**src/design/ble_pkg.sv**
```systemverilog
// shared types, constants and helper functions for the bitmap line pixel expander
// no dependencies; used by every module of the block
package ble_pkg;

  localparam int PALETTE_ENTRIES_DEF = 256;
  localparam int COORD_BITS_DEF      = 12;
  localparam int QUEUE_DEPTH         = 4;
  localparam int SLOTS               = 8;

  // operation codes of an input item
  localparam logic [1:0] OP_DATA  = 2'd0;
  localparam logic [1:0] OP_PAL   = 2'd1;
  localparam logic [1:0] OP_START = 2'd2;

  // draw_mode bit positions
  localparam int MODE_TRANS = 0;
  localparam int MODE_XOR   = 1;
  localparam int MODE_PAL   = 2;

  typedef enum logic [2:0] {
    REG_BPP          = 3'd0,
    REG_MODE         = 3'd1,
    REG_ORIGIN_X     = 3'd2,
    REG_ORIGIN_Y     = 3'd3,
    REG_ROW_WIDTH    = 3'd4,
    REG_ROW_COUNT    = 3'd5,
    REG_ROW_STRIDE   = 3'd6,
    REG_START_OFFSET = 3'd7
  } cfg_reg_t;

  typedef enum logic [2:0] {
    DEP_1,
    DEP_2,
    DEP_4,
    DEP_8,
    DEP_16,
    DEP_NONE
  } depth_t;

  typedef enum logic {
    CMD_PAL_WR,
    CMD_PIXELS
  } cmd_kind_t;

  typedef struct packed {
    logic [1:0]  operation;
    logic [7:0]  data_byte;
    logic [7:0]  palette_index;
    logic [15:0] palette_color;
  } in_item_t;

  typedef struct packed {
    logic [12:0] pixel_x;
    logic [12:0] pixel_y;
    logic [15:0] pixel_color;
    logic        invert;
    logic        last;
  } out_item_t;

  typedef struct packed {
    logic [4:0]  bits_per_pixel;
    logic [2:0]  draw_mode;
    logic [11:0] origin_x;
    logic [11:0] origin_y;
    logic [11:0] row_width;
    logic [11:0] row_count;
    logic [12:0] row_stride;
    logic [2:0]  start_offset;
  } cfg_t;

  // one queued command: a palette write or a byte worth of pixels
  typedef struct packed {
    cmd_kind_t   kind;
    logic [7:0]  mask;
    logic [12:0] xbase;
    logic [12:0] ypos;
    logic [15:0] data;
    logic [7:0]  pidx;
  } cmd_t;

  function automatic depth_t depth_of(input logic [4:0] bpp);
    depth_t d;
    case (bpp)
      5'd1:    d = DEP_1;
      5'd2:    d = DEP_2;
      5'd4:    d = DEP_4;
      5'd8:    d = DEP_8;
      5'd16:   d = DEP_16;
      default: d = DEP_NONE;
    endcase
    return d;
  endfunction

  // pixel index held in a slot, most significant pixel first
  function automatic logic [7:0] slot_index(input logic [7:0] b, input depth_t d,
                                            input logic [2:0] s);
    logic [7:0] r;
    r = '0;
    case (d)
      DEP_1: r = {7'd0, b[3'd7 - s]};
      DEP_2: begin
        case (s[1:0])
          2'd0:    r = {6'd0, b[7:6]};
          2'd1:    r = {6'd0, b[5:4]};
          2'd2:    r = {6'd0, b[3:2]};
          default: r = {6'd0, b[1:0]};
        endcase
      end
      DEP_4:   r = s[0] ? {4'd0, b[3:0]} : {4'd0, b[7:4]};
      DEP_8:   r = b;
      default: r = '0;
    endcase
    return r;
  endfunction

  function automatic logic [2:0] lowest_slot(input logic [7:0] m);
    logic [2:0] r;
    r = '0;
    for (int i = SLOTS - 1; i >= 0; i--) begin
      if (m[i]) r = 3'(i);
    end
    return r;
  endfunction

endpackage

```
**src/design/ble_queue.sv**
```systemverilog
// short command queue between the front end and the pixel back end
// depends on ble_pkg
module ble_queue (
  input  logic          clk,
  input  logic          rst_n,
  input  logic          push,
  input  ble_pkg::cmd_t push_cmd,
  input  logic          pop,
  output logic          full,
  output logic          empty,
  output ble_pkg::cmd_t head
);

  localparam int Depth = ble_pkg::QUEUE_DEPTH;
  localparam int AW    = (Depth > 1) ? $clog2(Depth) : 1;
  localparam int CW    = $clog2(Depth + 1);

  ble_pkg::cmd_t entry_r [Depth];
  logic [AW-1:0] wr_ptr_r, wr_ptr_nxt;
  logic [AW-1:0] rd_ptr_r, rd_ptr_nxt;
  logic [CW-1:0] count_r, count_nxt;

  assign full  = (count_r == CW'(Depth));
  assign empty = (count_r == '0);
  assign head  = entry_r[rd_ptr_r];

  always_comb begin
    wr_ptr_nxt = wr_ptr_r;
    rd_ptr_nxt = rd_ptr_r;
    count_nxt  = count_r;
    if (push) begin
      wr_ptr_nxt = (wr_ptr_r == AW'(Depth - 1)) ? '0 : wr_ptr_r + 1'b1;
    end
    if (pop) begin
      rd_ptr_nxt = (rd_ptr_r == AW'(Depth - 1)) ? '0 : rd_ptr_r + 1'b1;
    end
    if (push && !pop) begin
      count_nxt = count_r + 1'b1;
    end else if (pop && !push) begin
      count_nxt = count_r - 1'b1;
    end
  end

  always_ff @(posedge clk) begin
    if (!rst_n) begin
      wr_ptr_r <= '0;
      rd_ptr_r <= '0;
      count_r  <= '0;
    end else begin
      wr_ptr_r <= wr_ptr_nxt;
      rd_ptr_r <= rd_ptr_nxt;
      count_r  <= count_nxt;
    end
  end

  always_ff @(posedge clk) begin
    if (push) begin
      entry_r[wr_ptr_r] <= push_cmd;
    end
  end

endmodule

```
**config.mk**
```make
export PLATFORM = sky130hd
export DESIGN_NAME = ble_queue
export DESIGN_NICKNAME = d
export VERILOG_FILES = /design/src/design/ble_pkg.sv /design/src/design/ble_queue.sv
export SDC_FILE = /design/constraint.sdc
export NUM_CORES = 1
export LEC_CHECK = 0
export BUFFER_PORTS_ARGS = -buffer_cell sky130_fd_sc_hd__buf_2
export CAP_MARGIN = 20
export CORE_UTILIZATION = 33
export DETAILED_ROUTE_END_ITERATION = 10
export HOLD_SLACK_MARGIN = 0.1
export SYNTH_ARGS = -nofsm -noshare
export SYNTH_HDL_FRONTEND = slang
export SYNTH_SLANG_ARGS = --single-unit
```
**constraint.sdc**
```tcl
create_clock -name clk -period 4.1 [get_ports clk]
set_clock_uncertainty 0.1 [all_clocks]
set_input_delay 0.205 -clock clk [delete_from_list [all_inputs] [get_ports clk]]
set_output_delay 0.205 -clock clk [all_outputs]
set_load 0.005 [all_outputs]
```
==> results of run 1 <==
-- registers in the layout, summed over array words and instances, names as in the netlist, named ones only --
register	cells
wr_ptr_r	2
count_r	3
rd_ptr_r	2
entry_r	236
-- synth_stat cells --
cell	number
o21a_1	1
xnor2_1	1
nor3_1	2
and2_1	5
mux4_2	59
buf_4	4
buf_12	2
buf_2	3
buf_6	1
clkbuf_1	4
mux2i_1	4
or3_1	1
a21boi_0	1
o21ai_0	1
nor2b_1	5
edfxtp_1	236
xor2_1	1
inv_1	4
fa_1	1
nor2_1	1
ha_1	6
dfxtp_1	9
nor3b_1	1
-- repair_timing --
action,in CTS,in global routing
hold buffers,63,0
gates resized for setup,0,0
endpoints found under the setup margin,0,0
endpoints found under the hold margin,245,0
-- power by group --
group          switching (mW)  total (mW)  internal, mW  leakage (nW)
Clock                   0.939        2.20          1.27         0.390
Sequential             0.0609        2.93          2.87          2.24
Combinational           0.201       0.448         0.247          1.22
Total                    1.20        5.58          4.38          3.85
-- cells by family after synthesis --
| logic type | after synthesis | share of synthesized area (%) |
|---|---|---|
| AND/OR/NAND/NOR | 15 | 1.00 |
| XOR/XNOR | 2 | 0.195 |
| buffers and inverters | 18 | 1.41 |
| adder cells (fa/ha/maj) | 7 | 1.06 |
| AO/OA/AOI/OAI | 3 | 0.223 |
| multiplexers | 63 | 15.2 |
| flip-flops | 245 | 80.9 |
-- how the worst max path moves through the flow --
stage / to / cells after the start / slack (ns)
after CTS: head[51] / 3 / 1.31
after detailed placement: head[7] / 3 / 1.87
after global routing: head[51] / 3 / 1.23
after floorplan: entry_r[3][0] / 2 / 1.63
final: head[51] / 3 / 1.42
after global placement: head[46] / 3 / 1.89
-- critical path: stages (launching register included) --
cell and delay, ns:
dfxtp_4 0.77, buf_12 0.35, mux4_2 0.56, buf_2 0.14
-- layer usage --
metal / global-route usage [%] / vias up
met5: 0 / -
met1: 15.3 / 2203
li1: - / 1909
met4: 4.35 / 0
met3: 3.04 / 39
met2: 21.4 / 119
-- through the flow --
| step | hold WS [ns] | instances |
|---|---|---|
| global placement | 0.315 | 804 |
| CTS | 0.303 | 916 |
| detailed placement | 0.326 | 804 |
| floorplan | 0.204 | 353 |
| finish | 0.334 | 916 |
| global route | 0.320 | 916 |
-- final cells by class --
cell class | count | area (sq um)
Fill cell | 2290 | 15400
Sequential cell | 245 | 7270
Multi-Input combinational cell | 90 | 1600
Timing Repair Buffer | 187 | 1270
Clock buffer | 30 | 687
Tap cell | 341 | 427
Clock inverter | 19 | 124
Inverter | 4 | 15.0
==> flow_summary_export.csv, run 1 <==
group,metric,value,unit
pwr,leakagePower,3.85,nW
routing,met3_wirelength,908,microns
logic_synthesis,synth_area_leader_cell,"edfxtp_1",
sta,drv_slew,0,
die,dieArea,27900,sq um
sta,setup_slack,1.42,ns
pwr,power.density,490,nW/um^2
setup_path,required,3.80,ns
die,placementRows,60,
logic_synthesis,synth_area_per_cell,25.5,sq um
clock_tree,cts_setup_buffers,0,
logic_synthesis,synth_top_area_share,78.9,%
logic_synthesis,ys_warn_count,0,
sta,hold_violations,0,
sta,fin_setup_tns,0,ns
layout,syn_to_final_growth,26.8,%
routing,ant_nets,0,
setup_path,worst_r2r_endpoint,"entry_r[3][52]",
run,maxCapViolations,0,
die,die_w,167,microns
clock_tree,clk_latency,0.52,ns
placed_design,dp_hpwl,9370,microns
logic_synthesis,synth-seq-area-share,80.9,%
routing,drt-pass1-iter-count,4,
global_route,grt_use_total,12.4,%
layout,drive_gt1_share,39.3,%
logic_synthesis,ys_top_cells_by_area,"edfxtp_1 79%, mux4_2 15%, dfxtp_1 2.0%",
global_route,antenna_found_initial,0,
die,ioPinCount,124,
placed_design,dp_slack,1.87,ns
pwr,total_power,5.58,mW
setup_path,critPathLaunchType,"register",
setup_path,path_class,"register to primary output",
setup_path,path_max_fanout,31,
die,start_util,33.5,%
global_route,grt_pass1_vias,4870,
layout,diodes,0,
routing,wl_met1,7190,microns
worst_hold_path,hold_start,"push_cmd[24]",
sta,fin_crit,2.68,ns
routing,via_per_inst,4.66,
setup_path,worstSetupEndpointType,"primary output",
routing,routed_wirelength,17000,microns
die,fp.dieH,167,microns
worst_hold_path,hp-class,"input port to register",
placed_design,gp_congestion,0.653,
worst_hold_path,min_to,"entry_r[1][24]",
setup_path,critical_path_arrival,2.38,ns
sta,tightest_slew,0.978,ns
clock_tree,clk_pin_slew,0.06,ns
logic_synthesis,syn_area,8980,sq um
routing,route.detailed.drc,0,
routing,initialDrtViolationCount,261,
clock_tree,htree_num_levels,1,
setup_path,r2r_cells,2,
logic_synthesis,synth_nets,423,
clock_tree,cts-root-buf,"clkbuf_16",
global_route,grt-ovfl-total,0,
setup_path,r2r_setup_slack,2.18,ns
logic_synthesis,synthCells,353,
layout,fin_util,42.5,%
clock_tree,clkSinkCount,245,
clock_tree,cts_buffer_depth,3,
logic_synthesis,yosys_register_bits,245,
pwr,irDropWorstVdd,0.248,mV
sta,relSlewSlack,34.8,%
die,core_area,26800,sq um
layout,layout_common_cells,"236 x edfxtp_1, 123 x buf_2, 63 x dlygate4sd3_1",
placed_design,portBuffers,123,
clock_tree,cts_buffers,27,
sta,rsz0062_at_grt,"no",
routing,maxUsedRoutingLayer,"met4",
sta,setup_viol,0,
sta,fmax,373,MHz
outcome,status,"completed",
global_route,grt_pass1_wl,26500,microns
logic_synthesis,synth_cell_types,23,
layout,stdcell_area,11400,sq um
worst_hold_path,whs_path_depth,2,
global_route,grt_start_max_net_pins,60,
placed_design,place_area,9950,sq um
setup_path,r2r_start,"wr_ptr_r[0]",
layout,layout_commonest_cell,"edfxtp_1",
clock_tree,cts_tree,"built",
routing,num_vias,4270,
routing,wl_per_cell,18.5,microns
layout,nets,625,
routing,route.met2.wl,8430,microns
sta,finalCritPeriodShare,65.4,%
Note: power is estimated with default switching activity, not from simulation.
==> inputs of run 2 (changes only) <==
==> constraint.sdc (replaced) <==
create_clock -name clk -period 2.5 [get_ports clk]
set_clock_uncertainty 0.1 [all_clocks]
set_input_delay 0.125 -clock clk [delete_from_list [all_inputs] [get_ports clk]]
set_output_delay 0.125 -clock clk [all_outputs]
set_load 0.005 [all_outputs]
==> flow_summary_export.csv, run 2 (synthesis results as in run 1) <==
group,metric,value,unit
global_route,grt-ovfl-total,0,
global_route,grt_use_total,12.1,%
global_route,antenna_found_initial,0,
pwr,p_switching,1.95,mW
clock_tree,cts_setup_buffers,0,
routing,initialDrtViolationCount,273,
clock_tree,cts_buffers,26,
layout,largest_reg_flops,236,
setup_path,cp_top_family,"multiplexers",
setup_path,worstSetupEndpointType,"primary output",
pwr,p_int,7.72,mW
clock_tree,clk_latency,0.51,ns
sta,relSlewSlack,68.1,%
clock_tree,htree_num_levels,1,
layout,seq_area,7270,sq um
routing,drt-pass1-iter-count,4,
placed_design,dp_slack,0.721,ns
layout,layout_commonest_cell,"edfxtp_1",
placed_design,gp_congestion,0.655,
sta,rsz0062_at_grt,"no",
clock_tree,post_cts_resized,0,
pwr,clockPowerShare,42.5,%
clock_tree,clkSinkCount,245,
pwr,power.share.switching,20.2,%
sta,finalCritPeriodShare,89.4,%
routing,ant_nets,0,
layout,layout_common_cells,"236 x edfxtp_1, 123 x buf_2, 63 x dlygate4sd3_1",
layout,largest_register,"entry_r",
pwr,leakagePower,3.98,nW
routing,wl_per_cell,17.9,microns
sta,setup_slack,0.265,ns
global_route,grt_start_max_net_pins,60,
sta,fin_setup_tns,0,ns
pwr,seqPwrFrac,49.3,%
layout,diodes,0,
sta,drv_slew,0,
routing,num_vias,4275,
layout,multi_input_area,1600,sq um
setup_path,path_class,"register to primary output",
setup_path,critPathBufInv,2,
layout,nets,631,
setup_path,crit_chain,"buf_12 > mux4_2 > buf_2",
die,ioPinCount,124,
layout,drive_gt1_share,41.4,%
outcome,status,"completed",
pwr,irDropWorstVdd,0.344,mV
placed_design,dp_hpwl,9630,microns
setup_path,crit_slowest_cell,"mux4_2",
die,dieArea,27900,sq um
setup_path,critPathLaunchType,"register",
routing,route.detailed.drc,0,
worst_hold_path,hp-class,"input port to register",
placed_design,portBuffers,123,
layout,syn_to_final_growth,29.7,%
clock_tree,cts_buffer_depth,3,
clock_tree,clk_pin_slew,0.06,ns
sta,tightest_slew,0.478,ns
clock_tree,cts_tree,"built",
sta,setup_viol,0,
setup_path,path_max_fanout,29,
pwr,power.density,830,nW/um^2
sta,fin_crit,2.24,ns
die,die_w,167,microns
sta,hold_violations,0,
clock_tree,cts-root-buf,"clkbuf_16",
setup_path,critical_path_arrival,2.01,ns
global_route,grt_pass1_wl,26000,microns
setup_path,required,2.28,ns
die,start_util,33.5,%
sta,fmax,447,MHz
routing,via_per_inst,4.64,
pwr,pwr-share-comb,8.2,%
run,maxCapViolations,0,
die,core_area,26800,sq um
die,fp.dieH,167,microns
setup_path,slowest_delay,0.57,ns
layout,num-fill-cells,2305,
routing,routed_wirelength,16400,microns
global_route,grt_pass1_vias,4774,
layout,largestRegisters,"entry_r (236), count_r (3)",
die,placementRows,60,
run 2: cell count changes in the layout (fill, tap and decap cells not counted), sizes merged:
cell and change:
buf +7, bufinv +5, clkbuf -2, clkinv -2, clkinvlp -2, inv -1
run 2: layout make-up:
| class | count | share of cell area (%) |
|---|---|---|
| repair buffers | 194 | 12.0 |
| clock inverters | 19 | 2.23 |
| flip-flops and latches | 245 | 62.4 |
| multi-input cells | 90 | 13.7 |
| clock buffers | 28 | 5.83 |
| inverters | 4 | 0.129 |
| well taps | 341 | 3.66 |
run 2: repair_timing:
action / 4_1_cts / 5_1_grt
hold endpoints to repair: 245 / 0
hold buffers: 63 / 0
endpoints found under the setup margin: 0 / 0
run 2: through the flow:
stage	cells	cell area, sq um	utilization [%]	power, mW	hold WS [ns]
after floorplan	353	8980	-	5.24	0.124
after global placement	811	10100	37.6	5.56	0.234
after detailed placement	811	10100	37.6	5.59	0.243
after CTS	921	11700	43.5	9.81	0.229
after global routing	921	11700	43.5	10.0	0.237
final	921	11700	43.5	9.67	0.255
run 2: per-layer routing:
layer	up-vias	track usage, %	routed length (microns)
met3	27	2.80	846
met2	101	21.3	8400
met5	-	0	0
met4	0	3.34	262
met1	2231	14.8	6930
li1	1916	-	-
run 2: power groups by stage:
stage	Clock, mW	Combinational, mW	Sequential [mW]
5_1_grt	4.38	0.860	4.79
3_3_place_gp	0	0.712	4.85
3_5_place_dp	0	0.732	4.86
6_report	4.11	0.788	4.77
4_1_cts	4.23	0.813	4.77
2_1_floorplan	0	0.410	4.83
run 2: final timing paths:
| path | startpoint | slack, ns | cells past startpoint | endpoint |
|---|---|---|---|---|
| worst max-delay path | register | 0.26 | 3 | head[8] |
| worst min register to register | count_r[2] | 0.42 | 2 | count_r[2] |
| worst max register to register | count_r[0] | 0.85 | 4 | count_r[2] |
| worst min-delay path | push_cmd[56] | 0.26 | 2 | entry_r[0][56] |
