[src/design/ble_pkg.sv]
// shared types, constants and helper functions for the bitmap line pixel expander
// no dependencies; used by every module of the block
package ble_pkg;

  localparam int PALETTE_ENTRIES_DEF = 256;
  localparam int COORD_BITS_DEF      = 12;
  localparam int QUEUE_DEPTH         = 4;
  localparam int SLOTS               = 8;

  // operation codes of an input item
  localparam logic [1:0] OP_DATA  = 2'd0;
  localparam logic [1:0] OP_PAL   = 2'd1;
  localparam logic [1:0] OP_START = 2'd2;

  // draw_mode bit positions
  localparam int MODE_TRANS = 0;
  localparam int MODE_XOR   = 1;
  localparam int MODE_PAL   = 2;

  typedef enum logic [2:0] {
    REG_BPP          = 3'd0,
    REG_MODE         = 3'd1,
    REG_ORIGIN_X     = 3'd2,
    REG_ORIGIN_Y     = 3'd3,
    REG_ROW_WIDTH    = 3'd4,
    REG_ROW_COUNT    = 3'd5,
    REG_ROW_STRIDE   = 3'd6,
    REG_START_OFFSET = 3'd7
  } cfg_reg_t;

  typedef enum logic [2:0] {
    DEP_1,
    DEP_2,
    DEP_4,
    DEP_8,
    DEP_16,
    DEP_NONE
  } depth_t;

  typedef enum logic {
    CMD_PAL_WR,
    CMD_PIXELS
  } cmd_kind_t;

  typedef struct packed {
    logic [1:0]  operation;
    logic [7:0]  data_byte;
    logic [7:0]  palette_index;
    logic [15:0] palette_color;
  } in_item_t;

  typedef struct packed {
    logic [12:0] pixel_x;
    logic [12:0] pixel_y;
    logic [15:0] pixel_color;
    logic        invert;
    logic        last;
  } out_item_t;

  typedef struct packed {
    logic [4:0]  bits_per_pixel;
    logic [2:0]  draw_mode;
    logic [11:0] origin_x;
    logic [11:0] origin_y;
    logic [11:0] row_width;
    logic [11:0] row_count;
    logic [12:0] row_stride;
    logic [2:0]  start_offset;
  } cfg_t;

  // one queued command: a palette write or a byte worth of pixels
  typedef struct packed {
    cmd_kind_t   kind;
    logic [7:0]  mask;
    logic [12:0] xbase;
    logic [12:0] ypos;
    logic [15:0] data;
    logic [7:0]  pidx;
  } cmd_t;

  function automatic depth_t depth_of(input logic [4:0] bpp);
    depth_t d;
    case (bpp)
      5'd1:    d = DEP_1;
      5'd2:    d = DEP_2;
      5'd4:    d = DEP_4;
      5'd8:    d = DEP_8;
      5'd16:   d = DEP_16;
      default: d = DEP_NONE;
    endcase
    return d;
  endfunction

  // pixel index held in a slot, most significant pixel first
  function automatic logic [7:0] slot_index(input logic [7:0] b, input depth_t d,
                                            input logic [2:0] s);
    logic [7:0] r;
    r = '0;
    case (d)
      DEP_1: r = {7'd0, b[3'd7 - s]};
      DEP_2: begin
        case (s[1:0])
          2'd0:    r = {6'd0, b[7:6]};
          2'd1:    r = {6'd0, b[5:4]};
          2'd2:    r = {6'd0, b[3:2]};
          default: r = {6'd0, b[1:0]};
        endcase
      end
      DEP_4:   r = s[0] ? {4'd0, b[3:0]} : {4'd0, b[7:4]};
      DEP_8:   r = b;
      default: r = '0;
    endcase
    return r;
  endfunction

  function automatic logic [2:0] lowest_slot(input logic [7:0] m);
    logic [2:0] r;
    r = '0;
    for (int i = SLOTS - 1; i >= 0; i--) begin
      if (m[i]) r = 3'(i);
    end
    return r;
  endfunction

endpackage

[src/design/ble_front.sv]
// front end: accepts items, tracks row and column position, builds pixel masks
// depends on ble_pkg
module ble_front #(
  parameter int PALETTE_ENTRIES = ble_pkg::PALETTE_ENTRIES_DEF
) (
  input  logic              clk,
  input  logic              rst_n,
  input  ble_pkg::cfg_t     cfg,
  input  logic              in_valid,
  output logic              in_stall,
  input  ble_pkg::in_item_t in_data,
  input  logic              q_full,
  output logic              q_push,
  output ble_pkg::cmd_t     q_cmd
);

  logic [11:0] cc_r, cc_nxt;
  logic [11:0] rn_r, rn_nxt;
  logic [12:0] bir_r, bir_nxt;
  logic [7:0]  held_r, held_nxt;
  logic        flag_r, flag_nxt;

  logic            accept;
  ble_pkg::depth_t depth;
  logic [3:0]      ppb;
  logic [2:0]      slot_mask;
  logic [2:0]      diff;
  logic [2:0]      s0;
  logic [11:0]     remaining;
  logic [3:0]      avail;
  logic [3:0]      cnt;
  logic [7:0]      mask;
  logic [7:0]      idx;
  logic [3:0]      rel;
  logic            cond;
  logic [15:0]     v16;
  logic            emit16;
  logic [12:0]     bir_inc;
  logic [12:0]     stride_eff;
  logic            trans;
  logic            xorm;
  logic            pidx_ok;

  assign in_stall = q_full;
  assign accept   = in_valid && !q_full;
  assign trans    = cfg.draw_mode[ble_pkg::MODE_TRANS];
  assign xorm     = cfg.draw_mode[ble_pkg::MODE_XOR];
  assign pidx_ok  = {1'b0, in_data.palette_index} < 9'(PALETTE_ENTRIES);

  always_comb begin
    depth = ble_pkg::depth_of(cfg.bits_per_pixel);
    case (depth)
      ble_pkg::DEP_1: ppb = 4'd8;
      ble_pkg::DEP_2: ppb = 4'd4;
      ble_pkg::DEP_4: ppb = 4'd2;
      default:        ppb = 4'd1;
    endcase
    slot_mask = 3'(ppb - 4'd1);
    diff      = cfg.start_offset & slot_mask;
    s0        = (bir_r == '0) ? diff : 3'd0;
    remaining = (cc_r < cfg.row_width) ? (cfg.row_width - cc_r) : 12'd0;
    avail     = ppb - {1'b0, s0};
    cnt       = (remaining < {8'd0, avail}) ? remaining[3:0] : avail;

    // one mask bit per slot that really writes a pixel
    mask = '0;
    for (int s = 0; s < ble_pkg::SLOTS; s++) begin
      idx = ble_pkg::slot_index(in_data.data_byte, depth, 3'(s));
      rel = 4'(s) - {1'b0, s0};
      if (depth == ble_pkg::DEP_1) begin
        cond = (trans || xorm) ? (idx != '0) : 1'b1;
      end else begin
        cond = !(trans && idx == '0);
      end
      mask[s] = (3'(s) >= s0) && (rel < cnt) && cond;
    end

    v16    = {in_data.data_byte, held_r};
    emit16 = flag_r && (cc_r < cfg.row_width) && !(trans && v16 == '0);

    stride_eff = (cfg.row_stride == '0) ? 13'd1 : cfg.row_stride;
    bir_inc    = bir_r + 13'd1;

    cc_nxt   = cc_r;
    rn_nxt   = rn_r;
    bir_nxt  = bir_r;
    held_nxt = held_r;
    flag_nxt = flag_r;
    q_push   = 1'b0;
    q_cmd.kind  = ble_pkg::CMD_PIXELS;
    q_cmd.mask  = mask;
    q_cmd.xbase = 13'(cfg.origin_x) + 13'(diff) + 13'(cc_r) - 13'(s0);
    q_cmd.ypos  = 13'(cfg.origin_y) + 13'(rn_r);
    q_cmd.data  = {8'd0, in_data.data_byte};
    q_cmd.pidx  = in_data.palette_index;

    if (accept) begin
      case (in_data.operation)
        ble_pkg::OP_PAL: begin
          q_cmd.kind = ble_pkg::CMD_PAL_WR;
          q_cmd.data = in_data.palette_color;
          q_push     = pidx_ok;
        end
        ble_pkg::OP_START: begin
          cc_nxt   = '0;
          rn_nxt   = '0;
          bir_nxt  = '0;
          held_nxt = '0;
          flag_nxt = 1'b0;
        end
        ble_pkg::OP_DATA: begin
          if (depth != ble_pkg::DEP_NONE && rn_r < cfg.row_count) begin
            if (depth == ble_pkg::DEP_16) begin
              if (!flag_r) begin
                held_nxt = in_data.data_byte;
                flag_nxt = 1'b1;
              end else begin
                flag_nxt = 1'b0;
                if (cc_r < cfg.row_width) begin
                  cc_nxt = cc_r + 12'd1;
                end
                q_push      = emit16;
                q_cmd.mask  = 8'd1;
                q_cmd.xbase = 13'(cfg.origin_x) + 13'(cc_r);
                q_cmd.data  = v16;
              end
            end else begin
              cc_nxt = cc_r + {8'd0, cnt};
              q_push = |mask;
            end
            // row ends after stride bytes
            if (bir_inc >= stride_eff) begin
              bir_nxt  = '0;
              cc_nxt   = '0;
              flag_nxt = 1'b0;
              held_nxt = '0;
              rn_nxt   = (rn_r == 12'hFFF) ? 12'hFFF : rn_r + 12'd1;
            end else begin
              bir_nxt = bir_inc;
            end
          end
        end
        default: begin
        end
      endcase
    end
  end

  always_ff @(posedge clk) begin
    if (!rst_n) begin
      cc_r   <= '0;
      rn_r   <= '0;
      bir_r  <= '0;
      held_r <= '0;
      flag_r <= 1'b0;
    end else begin
      cc_r   <= cc_nxt;
      rn_r   <= rn_nxt;
      bir_r  <= bir_nxt;
      held_r <= held_nxt;
      flag_r <= flag_nxt;
    end
  end

endmodule

[config.mk]
export PLATFORM = sky130hd
export DESIGN_NAME = ble_front
export DESIGN_NICKNAME = d
export VERILOG_FILES = /design/src/design/ble_pkg.sv /design/src/design/ble_front.sv
export SDC_FILE = /design/constraint.sdc
export NUM_CORES = 1
export LEC_CHECK = 0
export ABC_AREA = 1
export BUFFER_PORTS_ARGS = -buffer_cell sky130_fd_sc_hd__buf_2
export CORE_MARGIN = 2
export CORE_UTILIZATION = 45
export DETAILED_ROUTE_END_ITERATION = 8
export HOLD_SLACK_MARGIN = 0.05
export MAX_ROUTING_LAYER = met4
export PLACE_DENSITY = 0.68
export RECOVER_POWER = 100
export SLEW_MARGIN = 20
export SYNTH_ARGS = -nofsm -noshare
export SYNTH_HDL_FRONTEND = slang
export SYNTH_SLANG_ARGS = --single-unit
[constraint.sdc]
create_clock -name clk -period 9.98 [get_ports clk]
set_input_delay 0.499 -clock clk [delete_from_list [all_inputs] [get_ports clk]]
set_output_delay 0.499 -clock clk [all_outputs]
set_load 0.1 [all_outputs]
==> flow_metrics.tcl, run 1 <==
set metrics [dict create \
    cp_data_required_time_ns 9.48 \
    final_common_cell "inv_1" \
    cts.sinks 46 \
    initial_core_util_pct 46.2 \
    fill_cells 1764 \
    path_class "register to primary output" \
    vias 8101 \
    numCtsBuffers 5 \
    clock_latency_ns 0.30 \
    post_cts_buffers 0 \
    cts-root-buf "clkbuf_16" \
    setup_violations 0 \
    grt_use_total_pct 24.2 \
    syn_area_per_cell_um2 6.40 \
    viasPerCell 5.19 \
    postRouteAntennaNets 0 \
    startpoint_type "register" \
    p_per_area_mw_per_mm2 110 \
    status "finished, violations left" \
    crit_slowest_cell "o21ai_0" \
    drv_slew 0 \
    min_path_type "register to register" \
    ys.flop_type "dfxtp_1" \
    synthDistinctLibCells 54 \
    syn_area_mm2 0.00769 \
    antenna_found_initial 1 \
    rows 47 \
    synth_edf_count 0 \
    port_buffers 153 \
    io_pins 171 \
    wl_um 21600 \
    firstDrtPassIters 5 \
    fmax_ghz 0.125 \
    yosysSeqAreaShare_pct 12.0 \
    core-area_mm2 0.0166 \
    ctsHoldBuffers 0 \
    hpwlAfterDp_um 18100 \
    path_max_fanout 12 \
    gr-total-overflow 0 \
    finalCriticalPeriod_ns 8.01 \
    crit_top_cell "nand2_1" \
    violations "capacitance limit" \
    netlist_instances 1203 \
    fp.dieW_um 135 \
    nets 1589 \
    regArea_um2 921 \
    dp_slack_ns 3.23 \
    maxSlewHeadroom_pct 1.38 \
    cts_resized 0 \
    finalHoldViolCount 0 \
    wire_per_inst_um 13.9 \
    clk_pin_slew_ns 0.07 \
    htree_levels 2 \
    timing.final.crit_share_pct 80.2 \
    worst_slack_ns 1.97 \
    ys.warnings.count 0 \
    grt_pass1_vias 7487 \
    drt_iter0_markers 474 \
    multi_input_comb_area_mm2 0.00568 \
    tightest_slew_ns 1.46 \
    finalSetupTns_ns 0 \
    crit_family "simple AND/OR/NAND/NOR gates" \
    layout-drive-gt1-share_pct 9.63 \
    maxCapViolations 1 \
    ys_ff_latch 46 \
    path_buf_inv 5 \
    drc 0 \
    cpPeakStageDelay_ns 1.16 \
    vdd_drop_max_mv 0.149 \
    die-area_mm2 0.0182 \
    grt_pass1_wl_um 35200 \
    clk_path_buf_depth 2 \
    grt_max_degree 30 \
    synthArstFlopShare_pct 0 \
    fin_skew_ns 0.00879 \
    final_cell_mix "inv_1 (239), nand2_1 (209), ha_1 (129)" \
    tritoncts "built" \
    synth_fp_nets 1453 \
    fin_util_pct 52.1 \
    p_leak_nw 4.64 \
    place.gp.congestion 0.947 \
    die_h_um 135 \
    arrival_ns 7.51 \
    syn2layout_area_growth_pct 12.7 \
    endpoint_kind "primary output" \
    grt_setup_unrepaired "no" \
]
final cells by class:
type / count / share of cell area [%]
diodes: 1 / 0.0288
clock buffers: 6 / 1.49
clock inverters: 2 / 0.433
inverters: 245 / 10.6
multi-input cells: 887 / 65.5
flip-flops and latches: 46 / 10.6
well taps: 220 / 3.17
repair buffers: 154 / 8.15
sequential cells by signal, summed over array words and instances, names as in the netlist:
name / flops
cc_r: 12
bir_r: 13
held_r: 8
flag_r: 1
rn_r: 12
final timing paths:
check,startpoint,endpoint,slack [ns],cells past startpoint
min,held_r[1]$_SDFFE_PN0P_,held_r[1]$_SDFFE_PN0P_,0.46,2
min reg2reg,held_r[1]$_SDFFE_PN0P_,held_r[1]$_SDFFE_PN0P_,0.46,2
max reg2reg,bir_r[0]$_SDFFE_PN0P_,cc_r[11]$_SDFFE_PN0P_,2.89,30
max,bir_r[0]$_SDFFE_PN0P_,q_push,1.97,28
synth_stat cells, types with 2 or more instances:
cell type / instances / area [um^2]
nand3_2: 2 / 20.0
xor2_1: 38 / 333
nor2_1: 110 / 413
a31oi_1: 2 / 12.5
buf_2: 7 / 35.0
fa_1: 11 / 220
a21oi_1: 107 / 536
nand3_4: 2 / 35.0
inv_2: 6 / 22.5
o31ai_1: 5 / 37.5
dfxtp_1: 46 / 921
a21boi_0: 2 / 15.0
nand3b_1: 7 / 52.6
a22oi_1: 12 / 90.1
nand4_2: 2 / 25.0
nor3_1: 19 / 95.1
clkbuf_1: 7 / 26.3
nand3_1: 66 / 330
buf_4: 10 / 75.1
o211ai_1: 5 / 37.5
o221ai_1: 7 / 61.3
o22ai_1: 5 / 31.3
nand4_1: 14 / 87.6
or2_2: 3 / 18.8
a211oi_1: 18 / 135
a21o_1: 2 / 15.0
inv_1: 237 / 890
o21ai_0: 62 / 310
nand2_1: 207 / 777
o21a_1: 3 / 22.5
o21ai_1: 10 / 50.1
o21bai_1: 5 / 37.5
ha_1: 129 / 1610
nand2_2: 2 / 12.5
nor2_2: 3 / 18.8
xnor2_1: 6 / 52.6
nor4_1: 7 / 43.8
worst min-delay path, stage by stage, from the launching register on:
cell,delay [ns]
dfxtp_1,0.31
nand2_1,0.06
a21oi_1,0.05
report_power, final:
part	internal, mW	switching [mW]
Clock	0.118	0.0773
Sequential	0.188	0.00492
Combinational	0.125	0.445
Total	0.431	0.527
stage by stage:
step / hold WS [ns] / total power, mW / instance area (um^2) / std cells
6_report: 0.464 / 0.959 / 8680 / 1561
5_1_grt: 0.489 / 1.01 / 8680 / 1561
4_1_cts: 0.464 / 0.974 / 8760 / 1560
3_5_place_dp: 0.460 / 0.776 / 8600 / 1552
3_3_place_gp: 0.452 / 0.770 / 8600 / 1552
2_1_floorplan: 0.439 / 0.677 / 7690 / 1203
cells by family after synthesis:
family                     Yosys count  synth area share [%]
and+or+nand+nor                    449                  26.0
buffers and inverters              270                  13.9
AOI/OAI and AO/OA                  254                  19.3
adders and majority gates          140                  23.8
DFF                                 46                  12.0
xor gates and xnor gates            44                  5.01
per-layer routing:
metal  share of wire [%]  vias up  track usage (%)
met3                 5.5       21             3.08
met4                 1.5        0             5.73
met1                  50     3640             33.4
li1                    -     4236                -
met5                   0        -                -
met2                  43      204             37.8
Power figures use the tool's default switching activity.
==> run 2, diff against run 1 <==
--- a/config.mk
+++ b/config.mk
@@ -12,7 +12,7 @@
 export DETAILED_ROUTE_END_ITERATION = 8
 export HOLD_SLACK_MARGIN = 0.05
 export MAX_ROUTING_LAYER = met4
-export PLACE_DENSITY = 0.68
+export PLACE_DENSITY = 0.71
 export RECOVER_POWER = 100
 export SLEW_MARGIN = 20
 export SYNTH_ARGS = -nofsm -noshare
==> constraint.sdc (replaced) <==
create_clock -name clk -period 6.85 [get_ports clk]
set_input_delay 0.3425 -clock clk [delete_from_list [all_inputs] [get_ports clk]]
set_output_delay 0.3425 -clock clk [all_outputs]
set_load 0.1 [all_outputs]
==> run 2 against run 1 <==
- the run now ends clean
- highest routed layer unchanged
- largest cell class unchanged
- first-iteration DRC count fell by 16%
- critical path depth down 6
- via count grew 1.0%
==> flow_metrics.tcl, run 2 (synthesized netlist as in run 1, its figures left out) <==
set metrics [dict create \
    timing.final.crit_share_pct 91.0 \
    ctsHoldBuffers 0 \
    gr-total-overflow 0 \
    port_buffers 153 \
    grt_max_degree 30 \
    htree_levels 2 \
    vdd_drop_max_mv 0.192 \
    arrival_ns 5.89 \
    path_max_fanout 9 \
    grt_pass1_vias 7357 \
    cpPeakStageDelay_ns 0.87 \
    post_cts_buffers 0 \
    nets 1592 \
    placed_area_mm2 0.00862 \
    vias 8185 \
    wl_um 21200 \
    fin_area_mm2 0.00869 \
    tritoncts "built" \
    crit_slowest_cell "clkbuf_1" \
    final_cell_mix "inv_1 (240), nand2_1 (209), ha_1 (129)" \
    io_pins 171 \
    worst_slack_ns 0.617 \
    drt_iter0_markers 399 \
    firstDrtPassIters 5 \
    drc 0 \
    finalCriticalPeriod_ns 6.23 \
    cts.sinks 46 \
    fill_cells 1747 \
    place.gp.congestion 0.921 \
    path_buf_inv 5 \
    grt_pass1_wl_um 34100 \
    viasPerCell 5.23 \
    clk_pin_slew_ns 0.07 \
    die_h_um 135 \
    endpoint_kind "primary output" \
    layout-drive-gt1-share_pct 10.2 \
    die-area_mm2 0.0182 \
    fmax_ghz 0.160 \
    maxCapViolations 0 \
    p_per_area_mw_per_mm2 157 \
    top_register "bir_r" \
    min_path_type "input port to register" \
    grt_use_total_pct 23.3 \
    final_cells 1566 \
    finalHoldViolCount 0 \
    r2r_start "bir_r[0]$_SDFFE_PN0P_" \
    core-area_mm2 0.0166 \
    initial_core_util_pct 46.2 \
    maxSlewHeadroom_pct 13.3 \
    setup_violations 0 \
    fp.dieW_um 135 \
    rows 47 \
    p_leak_nw 4.67 \
    cp_cell_sequence "inv_1 > ha_1 > nand3_1 > nor4_1 > inv_1 > nor2_1 > ha_1 > nor2_1 > a211oi_1 > xor2_1 > ha_1 > a21o_1 > a21oi_1 > nand2_1 > o21ai_0 > inv_1 > ha_1 > a311o_1 > inv_1 > nand2_1 > nor2_1 > clkbuf_1" \
    reg_top3 "bir_r: 13 flops, cc_r: 12 flops, rn_r: 12 flops" \
    crit_path_end "q_cmd[55]" \
    total_power_mw 1.37 \
    largest_reg_flops 13 \
    grt_setup_unrepaired "no" \
    path_class "register to primary output" \
    wire_per_inst_um 13.6 \
    cp_data_required_time_ns 6.51 \
    syn2layout_area_growth_pct 13.0 \
    hpwlAfterDp_um 17700 \
    drv_slew 0 \
    cts-root-buf "clkbuf_16" \
    fin_skew_ns 0.00797 \
    clock_latency_ns 0.30 \
    status "finished, final reports clean" \
    finalSetupTns_ns 0 \
    postRouteAntennaNets 0 \
    worstSetupStartpoint "bir_r[0]$_SDFFE_PN0P_" \
    final_common_cell "inv_1" \
    r2r_setup_slack_ns 1.29 \
    place_inst 1555 \
    multi_input_comb_area_mm2 0.00569 \
    clk_path_buf_depth 2 \
    crit_family "buffers and inverters" \
    numCtsBuffers 5 \
    antenna_found_initial 1 \
    worst-path-stages 22 \
    cts_resized 0 \
    reg2reg_to "cc_r[8]$_SDFFE_PN0P_" \
    rr_worst_depth 27 \
    dp_slack_ns 1.20 \
    tightest_slew_ns 1.29 \
    regArea_um2 921 \
    startpoint_type "register" \
]
==> run 2: changes by cell type in the layout (fill, tap and decap cells not counted) <==
cell and delta:
diode_2 +2, clkinv_1 -1, clkinvlp_4 -1, clkbuf_2 +4, clkbuf_1 -5, bufinv_16 -1
inv_1 +1, inv_6 +1, o21ai_4 +1, o21ai_2 -1, clkinv_2 +2, buf_4 +3
==> run 2: layer usage <==
metal / wire (um) / share of wire [%] / vias up / track usage, %
met5: 0 / 0 / - / -
met4: 311 / 1.5 / 0 / 5.38
met3: 1070 / 5.0 / 23 / 1.73
met2: 10000 / 47 / 231 / 39.8
met1: 9840 / 46 / 3689 / 30.2
li1: - / - / 4242 / -
==> run 2: worst min path at each step <==
| stage | slack, ns | end | depth (start not counted) | from |
|---|---|---|---|---|
| 6_report | 0.33 | held_r[5]$_SDFFE_PN0P_ | 3 | in_data[29] |
| 5_1_grt | 0.35 | held_r[5]$_SDFFE_PN0P_ | 3 | in_data[29] |
| 4_1_cts | 0.33 | held_r[5]$_SDFFE_PN0P_ | 3 | in_data[29] |
| 3_5_place_dp | 0.46 | held_r[1]$_SDFFE_PN0P_ | 2 | held_r[1]$_SDFFE_PN0P_ |
| 3_3_place_gp | 0.45 | held_r[1]$_SDFFE_PN0P_ | 2 | held_r[1]$_SDFFE_PN0P_ |
| 2_1_floorplan | 0.44 | held_r[1]$_SDFFE_PN0P_ | 2 | held_r[1]$_SDFFE_PN0P_ |
==> run 2: worst min-delay path, cell delays in order <==
cell and delay (ns):
buf_2 0.12, nand2_1 0.06, a21oi_1 0.05
==> run 2: layout make-up <==
cell class / instances / area share [%]
diodes: 3 / 0.0864
clock buffers: 5 / 1.44
clock inverters: 3 / 0.216
inverters: 245 / 10.6
multi-input cells: 887 / 65.5
flip-flops and latches: 46 / 10.6
well taps: 220 / 3.17
repair buffers: 157 / 8.45
==> run 2: report_power, final <==
group / internal, mW / switching (mW) / total [mW]
logic: 0.184 / 0.648 / 0.832
clock network: 0.136 / 0.117 / 0.252
registers: 0.274 / 0.00704 / 0.281
==> run 2: through the flow <==
| step | hold WS [ns] | utilization (%) |
|---|---|---|
| after floorplan | 0.439 | - |
| after detailed placement | 0.455 | 51.8 |
| after global placement | 0.451 | 51.8 |
| after CTS | 0.326 | 52.7 |
| after global routing | 0.346 | 52.2 |
| final | 0.326 | 52.2 |
